**config.mk**
```make
export PLATFORM = sky130hd
export DESIGN_NAME = hcbp_pack_flat
export DESIGN_NICKNAME = d
export VERILOG_FILES = /design/src/hdl/hcbp_pkg.sv /design/src/hdl/hcbp_if.sv /design/src/hdl/hcbp_pack.sv /design/src/flat_wrapper.sv
export VERILOG_INCLUDE_DIRS = /design/src /design/src/hdl
export SDC_FILE = /design/constraint.sdc
export NUM_CORES = 1
export LEC_CHECK = 0
export ABC_CLOCK_PERIOD_IN_PS = 3650
export BUFFER_PORTS_ARGS = -buffer_cell sky130_fd_sc_hd__buf_2
export CAP_MARGIN = 20
export CORE_UTILIZATION = 41
export DETAILED_ROUTE_END_ITERATION = 7
export PLACE_DENSITY = 0.67
export REMOVE_ABC_BUFFERS = 1
export SETUP_SLACK_MARGIN = 0.4
export SLEW_MARGIN = 20
export SYNTH_ARGS = -nofsm -noshare
export SYNTH_HDL_FRONTEND = slang
export SYNTH_SLANG_ARGS = --single-unit
```
**constraint.sdc**
```tcl
create_clock -name clk -period 3.65 [get_ports clk]
set_input_delay 1.095 -clock clk [delete_from_list [all_inputs] [get_ports clk]]
set_output_delay 1.095 -clock clk [all_outputs]
set_load 0.01 [all_outputs]
```
**src/hdl/huffman_code_bit_packer_core_defines.svh**
```systemverilog
`ifndef HUFFMAN_CODE_BIT_PACKER_CORE_DEFINES_SVH
`define HUFFMAN_CODE_BIT_PACKER_CORE_DEFINES_SVH

// check a condition in the same cycle as its trigger
`define HCBP_ASSERT_IMP(lbl, ck, rs, ante, cons, msg) \
  lbl: assert property (@(posedge ck) disable iff (rs) (ante) |-> (cons)) \
    else $error(msg);

// check a condition in the cycle after its trigger
`define HCBP_ASSERT_NXT(lbl, ck, rs, ante, cons, msg) \
  lbl: assert property (@(posedge ck) disable iff (rs) (ante) |=> (cons)) \
    else $error(msg);

`endif

```
**src/hdl/hcbp_pkg.sv**
```systemverilog
package hcbp_pkg;

  localparam int SYMBOL_COUNT_DEF = 256;
  localparam int MAX_CODE_LEN_DEF = 32;

  localparam int OP_W    = 2;
  localparam int SYM_W   = 8;
  localparam int WORD_W  = 32;
  localparam int LEN_W   = 6;
  localparam int BYTE_W  = 8;
  localparam int NBITS_W = 4;
  localparam int TOTAL_W = 32;
  localparam int ACC_W   = WORD_W + BYTE_W;

  localparam logic [OP_W-1:0] OP_LOAD   = 2'd0;
  localparam logic [OP_W-1:0] OP_ENCODE = 2'd1;
  localparam logic [OP_W-1:0] OP_FLUSH  = 2'd2;

  typedef struct packed {
    logic              flush;
    logic [WORD_W-1:0] aligned;
    logic [LEN_W-1:0]  len;
  } sym_t;

endpackage

```
**src/hdl/hcbp_if.sv**
```systemverilog


interface hcbp_out_if;
  logic                        valid;
  logic                        ready;
  logic [hcbp_pkg::BYTE_W-1:0]  out_byte;
  logic [hcbp_pkg::NBITS_W-1:0] valid_bits;
  logic [hcbp_pkg::TOTAL_W-1:0] bit_total;
  logic                        run_last;

  modport source(output valid, out_byte, valid_bits, bit_total, run_last, input ready);
  modport sink(input valid, out_byte, valid_bits, bit_total, run_last, output ready);
endinterface

```
**src/hdl/hcbp_pack.sv**
```systemverilog
`include "huffman_code_bit_packer_core_defines.svh"

module hcbp_pack (
  input  logic            clk,
  input  logic            rst,
  input  logic            s2_v,
  input  hcbp_pkg::sym_t  s2,
  output logic            s2_take,
  hcbp_out_if.source      egress
);

  localparam int BW = hcbp_pkg::BYTE_W;
  localparam int AW = hcbp_pkg::ACC_W;
  localparam logic [hcbp_pkg::LEN_W-1:0]  BYTE_LEN = hcbp_pkg::LEN_W'(BW);
  localparam logic [hcbp_pkg::LEN_W-1:0]  TWO_BYTE = hcbp_pkg::LEN_W'(2 * BW);
  localparam logic [hcbp_pkg::NBITS_W-1:0] FULL_BITS = hcbp_pkg::NBITS_W'(BW);

  logic [AW-1:0]                acc;
  logic [AW-1:0]                acc_next;
  logic [hcbp_pkg::LEN_W-1:0]   acc_n;
  logic [hcbp_pkg::LEN_W-1:0]   acc_n_next;
  logic [hcbp_pkg::TOTAL_W-1:0] base;
  logic [hcbp_pkg::TOTAL_W-1:0] base_next;

  logic                         out_v;
  logic [BW-1:0]                out_byte;
  logic [hcbp_pkg::NBITS_W-1:0] out_bits;
  logic [hcbp_pkg::TOTAL_W-1:0] out_total;
  logic                         out_last;

  logic                         slot_free;
  logic                         emit;
  logic                         enc_take;
  logic                         fl_take;
  logic [AW-1:0]                acc_sh;
  logic [hcbp_pkg::LEN_W-1:0]   n_sh;
  logic [AW-1:0]                ins;
  logic [hcbp_pkg::TOTAL_W:0]   sum_byte;
  logic [hcbp_pkg::TOTAL_W:0]   sum_fl;
  logic [hcbp_pkg::TOTAL_W-1:0] sat_byte;
  logic [hcbp_pkg::TOTAL_W-1:0] sat_fl;

  assign slot_free = !out_v || egress.ready;
  assign emit      = (acc_n >= BYTE_LEN) && slot_free;
  assign acc_sh    = emit ? (acc << BW) : acc;
  assign n_sh      = emit ? (acc_n - BYTE_LEN) : acc_n;

  assign enc_take = s2_v && !s2.flush && (n_sh < BYTE_LEN);
  assign fl_take  = s2_v && s2.flush && !emit && (acc_n < BYTE_LEN) && slot_free;
  assign s2_take  = enc_take || fl_take;

  assign ins = {s2.aligned, {BW{1'b0}}} >> n_sh[2:0];

  assign sum_byte = {1'b0, base} + (hcbp_pkg::TOTAL_W+1)'(BW);
  assign sum_fl   = {1'b0, base} + (hcbp_pkg::TOTAL_W+1)'(acc_n);
  assign sat_byte = sum_byte[hcbp_pkg::TOTAL_W] ? '1 : sum_byte[hcbp_pkg::TOTAL_W-1:0];
  assign sat_fl   = sum_fl[hcbp_pkg::TOTAL_W] ? '1 : sum_fl[hcbp_pkg::TOTAL_W-1:0];

  always_comb begin
    acc_next   = acc_sh;
    acc_n_next = n_sh;
    base_next  = emit ? sat_byte : base;
    if (enc_take) begin
      acc_next   = acc_sh | ins;
      acc_n_next = n_sh + s2.len;
    end
    if (fl_take) begin
      acc_next   = '0;
      acc_n_next = '0;
      base_next  = '0;
    end
  end

  always_ff @(posedge clk) begin
    if (rst) begin
      acc   <= '0;
      acc_n <= '0;
      base  <= '0;
      out_v <= 1'b0;
    end else begin
      acc   <= acc_next;
      acc_n <= acc_n_next;
      base  <= base_next;
      if (slot_free) begin
        out_v <= emit || fl_take;
      end
    end
  end

  always_ff @(posedge clk) begin
    if (emit) begin
      out_byte  <= acc[AW-1 -: BW];
      out_bits  <= FULL_BITS;
      out_total <= sat_byte;
      out_last  <= (acc_n < TWO_BYTE);
    end else if (fl_take) begin
      out_byte  <= acc[AW-1 -: BW];
      out_bits  <= acc_n[hcbp_pkg::NBITS_W-1:0];
      out_total <= sat_fl;
      out_last  <= 1'b1;
    end
  end

  assign egress.valid      = out_v;
  assign egress.out_byte   = out_byte;
  assign egress.valid_bits = out_bits;
  assign egress.bit_total  = out_total;
  assign egress.run_last   = out_last;

  `HCBP_ASSERT_IMP(a_take_room, clk, rst, s2_take, acc_n < TWO_BYTE, "request taken over full bytes")
  `HCBP_ASSERT_NXT(a_flush_clr, clk, rst, fl_take, (acc_n == '0) && (base == '0) && out_v, "flush not cleared")
  `HCBP_ASSERT_IMP(a_acc_range, clk, rst, 1'b1, acc_n < hcbp_pkg::LEN_W'(AW), "bit count overrun")

endmodule

```
**src/flat_wrapper.sv**
```systemverilog
// flat-port wrapper written by rule: the top's interface ports become plain ports
module hcbp_pack_flat 
  (clk, rst, s2_v, s2, s2_take, egress_valid, egress_out_byte, egress_valid_bits, egress_bit_total, egress_run_last, egress_ready);
  hcbp_out_if egress_i ();
  input  logic clk;
  input  logic rst;
  input  logic s2_v;
  input  hcbp_pkg::sym_t s2;
  output logic s2_take;
  output wire logic [$bits(egress_i.valid)-1:0] egress_valid;
  output wire logic [$bits(egress_i.out_byte)-1:0] egress_out_byte;
  output wire logic [$bits(egress_i.valid_bits)-1:0] egress_valid_bits;
  output wire logic [$bits(egress_i.bit_total)-1:0] egress_bit_total;
  output wire logic [$bits(egress_i.run_last)-1:0] egress_run_last;
  input wire logic [$bits(egress_i.ready)-1:0] egress_ready;
  assign egress_valid = egress_i.valid;
  assign egress_out_byte = egress_i.out_byte;
  assign egress_valid_bits = egress_i.valid_bits;
  assign egress_bit_total = egress_i.bit_total;
  assign egress_run_last = egress_i.run_last;
  assign egress_i.ready = egress_ready;
  hcbp_pack u_core (.clk(clk), .rst(rst), .s2_v(s2_v), .s2(s2), .s2_take(s2_take), .egress(egress_i));
endmodule
```
==> results.sh, run 1 <==
export IMPL_synth_cell_types=63
export IMPL_crit_type="in -> out"
export IMPL_endpoint_kind="output pin"
export IMPL_clock_sinks=124
export IMPL_grt_pass1_wl_um=32500
export IMPL_drt_iter0_drc=580
export IMPL_power_density_nw_per_um2=729
export IMPL_async_reset_ff_frac=0
export IMPL_cp_arrival_ps=2070
export IMPL_maxSlewViolCount=0
export IMPL_drive_gt1_frac=0.196
export IMPL_die_x_um=138
export IMPL_io_pins=90
export IMPL_yosysTopAreaCellShare=0.221
export IMPL_grt_overflow=0
export IMPL_worst_slack_ps=489
export IMPL_crit_required_ps=2550
export IMPL_hold_buffers=0
export IMPL_finalClockSkew_ps=8.87
export IMPL_worstMarginPinSlew_ps=723
export IMPL_timing_rr_end="u_core.egress.bit_total[21]"
export IMPL_gp_congestion=0.909
export IMPL_reg2regPathDepth=6
export IMPL_ant_nets=0
export IMPL_route_vias_total=6890
export IMPL_clk_pin_slew_worst_paths_ps=60
export IMPL_dp_hpwl_um=14200
export IMPL_synth_ff_type="dfxtp_1"
export IMPL_ys_seq_area_frac=0.384
export IMPL_wl_um=20300
export IMPL_cts_buffer_depth=2
export IMPL_clock_fmax_mhz=316
export IMPL_status="finished clean"
export IMPL_period_minus_slack_ps=3160
export IMPL_placed_cells=1162
export IMPL_grt_pass1_vias=6308
export IMPL_synth_warnings=0
export IMPL_setup_tns_final_ps=0
export IMPL_reg2reg_from="u_core.base[17]"
export IMPL_syn_to_final_growth_pct=17.6
export IMPL_clockRootBuffer="clkbuf_16"
export IMPL_grt_start_max_net_pins=56
export IMPL_synth_edf_count=41
export IMPL_wire_per_inst_um=17.0
export IMPL_synthTopCellsByArea="dfxtp_1 22%, edfxtp_1 16%, nand2_1 9.4%"
export IMPL_coreArea_um2=18000
export IMPL_insertion_delay_ps=430
export IMPL_rows=49
export IMPL_yosysTopAreaCell="dfxtp_1"
export IMPL_die_area_um2=18900
export IMPL_antennaDiodeCount=0
export IMPL_fin_nets=1012
export IMPL_crit_path_end="s2_take"
export IMPL_cp_max_fo=3
export IMPL_final_core_util=0.493
export IMPL_p_leak_uw=0.00341
export IMPL_start_kind="input pin"
export IMPL_r2r_slack_ps=800
export IMPL_synthesis_area_um2=7530
export IMPL_finalPower_uw=6460
export IMPL_maxCapViolations=0
export IMPL_netlist_instances=886
export IMPL_htree_levels=4
export IMPL_antenna_found_initial=0
export IMPL_setup_viol=0
export IMPL_hold_viol_final=0
export IMPL_cts_setup_buffers=0
export IMPL_worstSetupStartpoint="egress_ready"
export IMPL_ir_drop_mv=0.344
export IMPL_drc=0
export IMPL_io_buffers=89
export IMPL_layout_cells_non_filler=1194
export IMPL_fin_crit_sh=0.866
export IMPL_cts_buffers=17
export IMPL_syn_area_per_cell_um2=8.50
export IMPL_grt_util_all_layers=0.223
export IMPL_rsz0062_at_grt="false"
export IMPL_vias_per_cell=5.77
export IMPL_start_util=0.419
export IMPL_cts_tree="yes"
export IMPL_pre_cts_slack_ps=315
export IMPL_holdCritPathClass="reg -> reg"
export IMPL_synth_seq_cells=124
export IMPL_relSlewSlack=0.514
export IMPL_first_pass_iters=5
export IMPL_die_h_um=138
[synth_stat cells, types with 5 or more instances]
| cell | n |
|---|---|
| nor3_1 | 20 |
| a311oi_1 | 16 |
| o21ai_0 | 27 |
| a21o_1 | 7 |
| o22ai_1 | 10 |
| mux2_2 | 11 |
| and2_1 | 8 |
| buf_2 | 24 |
| a211oi_1 | 10 |
| nand2b_1 | 5 |
| inv_1 | 20 |
| a22oi_1 | 5 |
| xnor2_1 | 8 |
| dfxtp_1 | 83 |
| and4_1 | 7 |
| a21oi_1 | 48 |
| nand2_1 | 189 |
| o211ai_1 | 7 |
| edfxtp_1 | 41 |
| and3_1 | 14 |
| nand4_1 | 16 |
| buf_4 | 5 |
| nand4_4 | 5 |
| ha_1 | 15 |
| nor2_1 | 59 |
| clkbuf_1 | 24 |
| buf_1 | 13 |
| nand3_1 | 23 |
| a31oi_1 | 39 |
| mux2i_1 | 61 |
[report_power, final]
group	total, µW	internal [µW]	switching, µW
Clock	1810	1180	633
Combinational	2580	932	1640
Sequential	2070	1910	159
[area by class of cell]
type / count / area, µm²
clock buffer: 24 / 546
clock inverter: 8 / 97.6
sequential: 124 / 2900
tap: 229 / 287
timing repair buffer: 116 / 687
multi-input combinational: 673 / 4270
fill: 1732 / 9100
inverter: 20 / 75.1
[flip-flops by register name, indices dropped and copies added, names as in the netlist]
signal                    count
u_core.egress.bit_total      32
u_core.acc_n                  6
u_core.base                  32
u_core.egress.out_byte        8
u_core.egress.valid_bits      4
u_core.egress.valid           1
u_core.acc                   40
u_core.egress.run_last        1
[per-stage QoR]
step                hold slack [ps]  instance area, µm²
floorplan                       408                7210
CTS                             432                8840
detailed placement              419                8180
global placement                417                8180
global route                    459                8860
finish                          429                8860
[routing by layer]
| metal | vias to the layer above | wire [µm] | global-route usage |
|---|---|---|---|
| met2 | 231 | 9850 | 0.369 |
| li1 | 3373 | - | - |
| met5 | - | 0 | 0 |
| met1 | 3253 | 9020 | 0.286 |
| met3 | 33 | 1020 | 0.0416 |
| met4 | 0 | 433 | 0.0897 |
[how the worst min path moves through the flow]
stage | slack (ps) | end | start | cells after the start
after detailed placement | 420 | u_core.egress.out_byte[3] | u_core.acc[35] | 0
after floorplan | 410 | u_core.egress.out_byte[4] | u_core.acc[36] | 0
final | 430 | u_core.egress.out_byte[3] | u_core.acc[35] | 0
after global routing | 460 | u_core.egress.out_byte[1] | u_core.acc[33] | 0
after CTS | 430 | u_core.acc[0] | u_core.acc[0] | 2
after global placement | 420 | u_core.egress.out_byte[1] | u_core.acc[33] | 0
[worst max-delay path, cell delays in order]
cell	delay (ps)
buf_2	90
nand2b_4	140
and4_4	150
or3_4	390
nand2_2	90
buf_6	110
[cells by family after synthesis]
kind of cell	after synthesis	share of synthesized area
compound gates	202	0.177
fa+ha+maj	17	0.0302
flops	124	0.384
buf+inv	89	0.0522
simple gates	368	0.237
mux	75	0.107
xor+xnor	11	0.0128
[timing repair]
action / CTS / global route
endpoints found under the setup margin: 1 / 1
resized for setup: 4 / 4
pin swaps: 1 / 1
[cells in the final DEF, fill, tap and decap left out, drive strengths merged, types with 4 or more instances in the layout]
master and n:
clkinv 4, clkbuf 24, nand2b 5, mux2i 61
buf 116, nand2 192, a22oi 5, ha 15
xnor2 8, a31oi 39, nand4 23, and4 7
nand3 23, nor4 7, inv 21, and2 8
edfxtp 41, or3 5, a21oi 48, a21o 7
mux2 11, a311oi 17, dfxtp 83, a211oi 10
a32oi 4, nor3 20, nor2 60, o22ai 10
o211ai 7, o21ai 29, and3 14
No activity file was read; power rests on OpenSTA's default activity.
==> run 2: changes to the inputs <==
--- a/config.mk
+++ b/config.mk
@@ -6,12 +6,13 @@
 export SDC_FILE = /design/constraint.sdc
 export NUM_CORES = 1
 export LEC_CHECK = 0
+export ABC_AREA = 1
 export ABC_CLOCK_PERIOD_IN_PS = 3650
 export BUFFER_PORTS_ARGS = -buffer_cell sky130_fd_sc_hd__buf_2
 export CAP_MARGIN = 20
 export CORE_UTILIZATION = 41
 export DETAILED_ROUTE_END_ITERATION = 7
-export PLACE_DENSITY = 0.67
+export PLACE_DENSITY = 0.6
 export REMOVE_ABC_BUFFERS = 1
 export SETUP_SLACK_MARGIN = 0.4
 export SLEW_MARGIN = 20
==> results.sh, run 2 <==
export IMPL_status="finished clean"
export IMPL_yosysTopAreaCell="dfxtp_1"
export IMPL_setup_viol=0
export IMPL_synth_common_cells="435 x nand2_1, 187 x nand3_1, 105 x inv_1, 83 x dfxtp_1, 80 x nor2_1"
export IMPL_synthTopCellsByArea="dfxtp_1 20%, nand2_1 20%, edfxtp_1 15%"
export IMPL_synth_ff_type="dfxtp_1"
export IMPL_crit_type="in -> out"
export IMPL_ir_drop_mv=0.341
export IMPL_grt_overflow=0
export IMPL_antenna_found_initial=0
export IMPL_yosysMostFrequentCell="nand2_1"
export IMPL_drive_gt1_frac=0.154
export IMPL_power_density_nw_per_um2=700
export IMPL_die_x_um=143
export IMPL_p_int_uw=3780
export IMPL_start_kind="input pin"
export IMPL_reg2regPathDepth=11
export IMPL_io_buffers=89
export IMPL_synth_seq_cells=124
export IMPL_crit_path_end="s2_take"
export IMPL_path_cells="buf_2 -> nor2_4 -> inv_2 -> nand3_1 -> nor2_4 -> inv_1 -> nand2_1 -> buf_2"
export IMPL_vias_per_cell=4.96
export IMPL_worstSetupStartpoint="egress_ready"
export IMPL_nFillCells=2115
export IMPL_wl_um=21000
export IMPL_top_register="u_core.acc"
export IMPL_p_switching_uw=2790
export IMPL_finalClockSkew_ps=8.44
export IMPL_fin_nets=1372
export IMPL_die_h_um=143
export IMPL_async_reset_ff_frac=0
export IMPL_relSlewSlack=0.432
export IMPL_dp_hpwl_um=14300
export IMPL_largest_reg_flops=40
export IMPL_clock_fmax_mhz=320
export IMPL_holdCritPathClass="reg -> reg"
export IMPL_final_core_util=0.481
export IMPL_synthesis_area_um2=8170
export IMPL_clk_pin_slew_worst_paths_ps=50
export IMPL_syn_to_final_growth_pct=14.9
export IMPL_wire_per_inst_um=13.2
export IMPL_final_cell_mix="433 x nand2_1, 187 x nand3_1, 103 x inv_1, 89 x buf_2, 83 x dfxtp_1"
export IMPL_io_pins=90
export IMPL_grt_pass1_wl_um=35200
export IMPL_synth_edf_count=41
export IMPL_synth_warnings=0
export IMPL_worstMarginPinSlew_ps=851
export IMPL_p_leak_uw=0.00424
export IMPL_maxSlewViolCount=0
export IMPL_hold_buffers=0
export IMPL_htree_levels=4
export IMPL_crit_required_ps=2550
export IMPL_endpoint_kind="output pin"
export IMPL_drt_iter0_drc=582
export IMPL_worst_path_largest_cell_delay_ps=170
export IMPL_cp_arrival_ps=2030
export IMPL_coreArea_um2=19500
export IMPL_cp_max_fo=5
export IMPL_rows=51
export IMPL_setup_tns_final_ps=0
export IMPL_die_area_um2=20500
export IMPL_maxCapViolations=0
export IMPL_period_minus_slack_ps=3120
export IMPL_route_vias_total=7885
export IMPL_ant_nets=0
export IMPL_power_share_switching=0.425
export IMPL_grt_pass1_vias=7173
export IMPL_rsz0062_at_grt="false"
export IMPL_cts_buffer_depth=2
export IMPL_ys_seq_area_frac=0.354
export IMPL_reg2reg_from="u_core.base[0]"
export IMPL_r2r_slack_ps=1030
export IMPL_p_comb_frac=0.444
export IMPL_crit_slowest_cell="nand3_1"
export IMPL_first_pass_iters=5
export IMPL_start_util=0.418
export IMPL_grt_util_all_layers=0.218
export IMPL_drc=0
export IMPL_timing_rr_end="u_core.egress.bit_total[21]"
export IMPL_power_frac_clock=0.254
export IMPL_clockRootBuffer="clkbuf_16"
export IMPL_clock_sinks=124
export IMPL_gp_congestion=0.850
export IMPL_yosysTopAreaCellShare=0.203
export IMPL_fin_crit_sh=0.856
export IMPL_synth_cell_types=38
export IMPL_insertion_delay_ps=420
export IMPL_cts_tree="yes"
export IMPL_antennaDiodeCount=0
export IMPL_hold_viol_final=0
export IMPL_final_common_cell="nand2_1"
export IMPL_syn_area_per_cell_um2=6.55
export IMPL_grt_start_max_net_pins=77
export IMPL_cts_buffers=17
export IMPL_power_frac_seq=0.302
export IMPL_netlist_instances=1248
[run 2: routing by layer]
metal,track usage,vias up,share of wire
met1,0.279,3516,0.46
met5,0,-,0
met4,0.0843,0,0.020
met2,0.366,172,0.48
li1,-,4169,-
met3,0.0349,28,0.040
[run 2: cell families (layout without fill, tap and decap cells)]
family | count (synthesis) | after routing | share of synthesized area
AND/OR/NAND/NOR | 756 | 756 | 0.397
buffers and inverters | 169 | 246 | 0.0898
AO/OA/AOI/OAI | 157 | 157 | 0.103
flip-flops | 124 | 124 | 0.354
XOR/XNOR | 20 | 20 | 0.0214
adder cells (fa/ha/maj) | 17 | 17 | 0.0279
multiplexers | 5 | 5 | 0.00613
[run 2: metrics by stage]
step                power, µW  instances  hold WS [ps]  setup WS (ps)  instance area (µm²)
floorplan                3910       1188           408           -604                 7850
finish                   6570       1590           430            527                 9390
CTS                      6590       1588           432            419                 9350
detailed placement       4900       1556           418            278                 8760
global placement         4890       1556           417            302                 8760
global route             7080       1590           445            391                 9390
[run 2: layout make-up]
type	instances	area [µm²]	share of cell area
Timing Repair Buffer	105	598	0.0637
Inverter	109	410	0.0437
Tap cell	265	332	0.0353
Clock buffer	20	478	0.0509
Sequential cell	124	2890	0.308
Clock inverter	12	105	0.0112
Multi-Input combinational cell	955	4570	0.487
[run 2: how the worst min path moves through the flow]
stage                                      to  slack, ps  cells past startpoint           start
global placement    u_core.egress.out_byte[7]        420                      0  u_core.acc[39]
floorplan           u_core.egress.out_byte[3]        410                      0  u_core.acc[35]
finish              u_core.egress.out_byte[6]        430                      0  u_core.acc[38]
CTS                 u_core.egress.out_byte[6]        430                      0  u_core.acc[38]
global route        u_core.egress.out_byte[3]        450                      0  u_core.acc[35]
detailed placement  u_core.egress.out_byte[6]        420                      0  u_core.acc[38]
[run 2: timing repair]
action / CTS / global route
pin swaps: 0 / 3
endpoints found under the setup margin: 1 / 1
setup buffers: 0 / 2
resized for setup: 3 / 6
[run 2: critical path, delay by kind of cell]
kind / cells / cell delay [ps]
and+or+nand+nor: 4 / 450
buffers and inverters: 4 / 480
[run 2: power groups by stage]
stage	Combinational [µW]	Sequential, µW	Clock (µW)
3_3_place_gp	2870	2020	0
2_1_floorplan	1710	2190	0
4_1_cts	2910	1990	1700
5_1_grt	3310	2020	1740
3_5_place_dp	2890	2020	0
6_report	2920	1980	1670
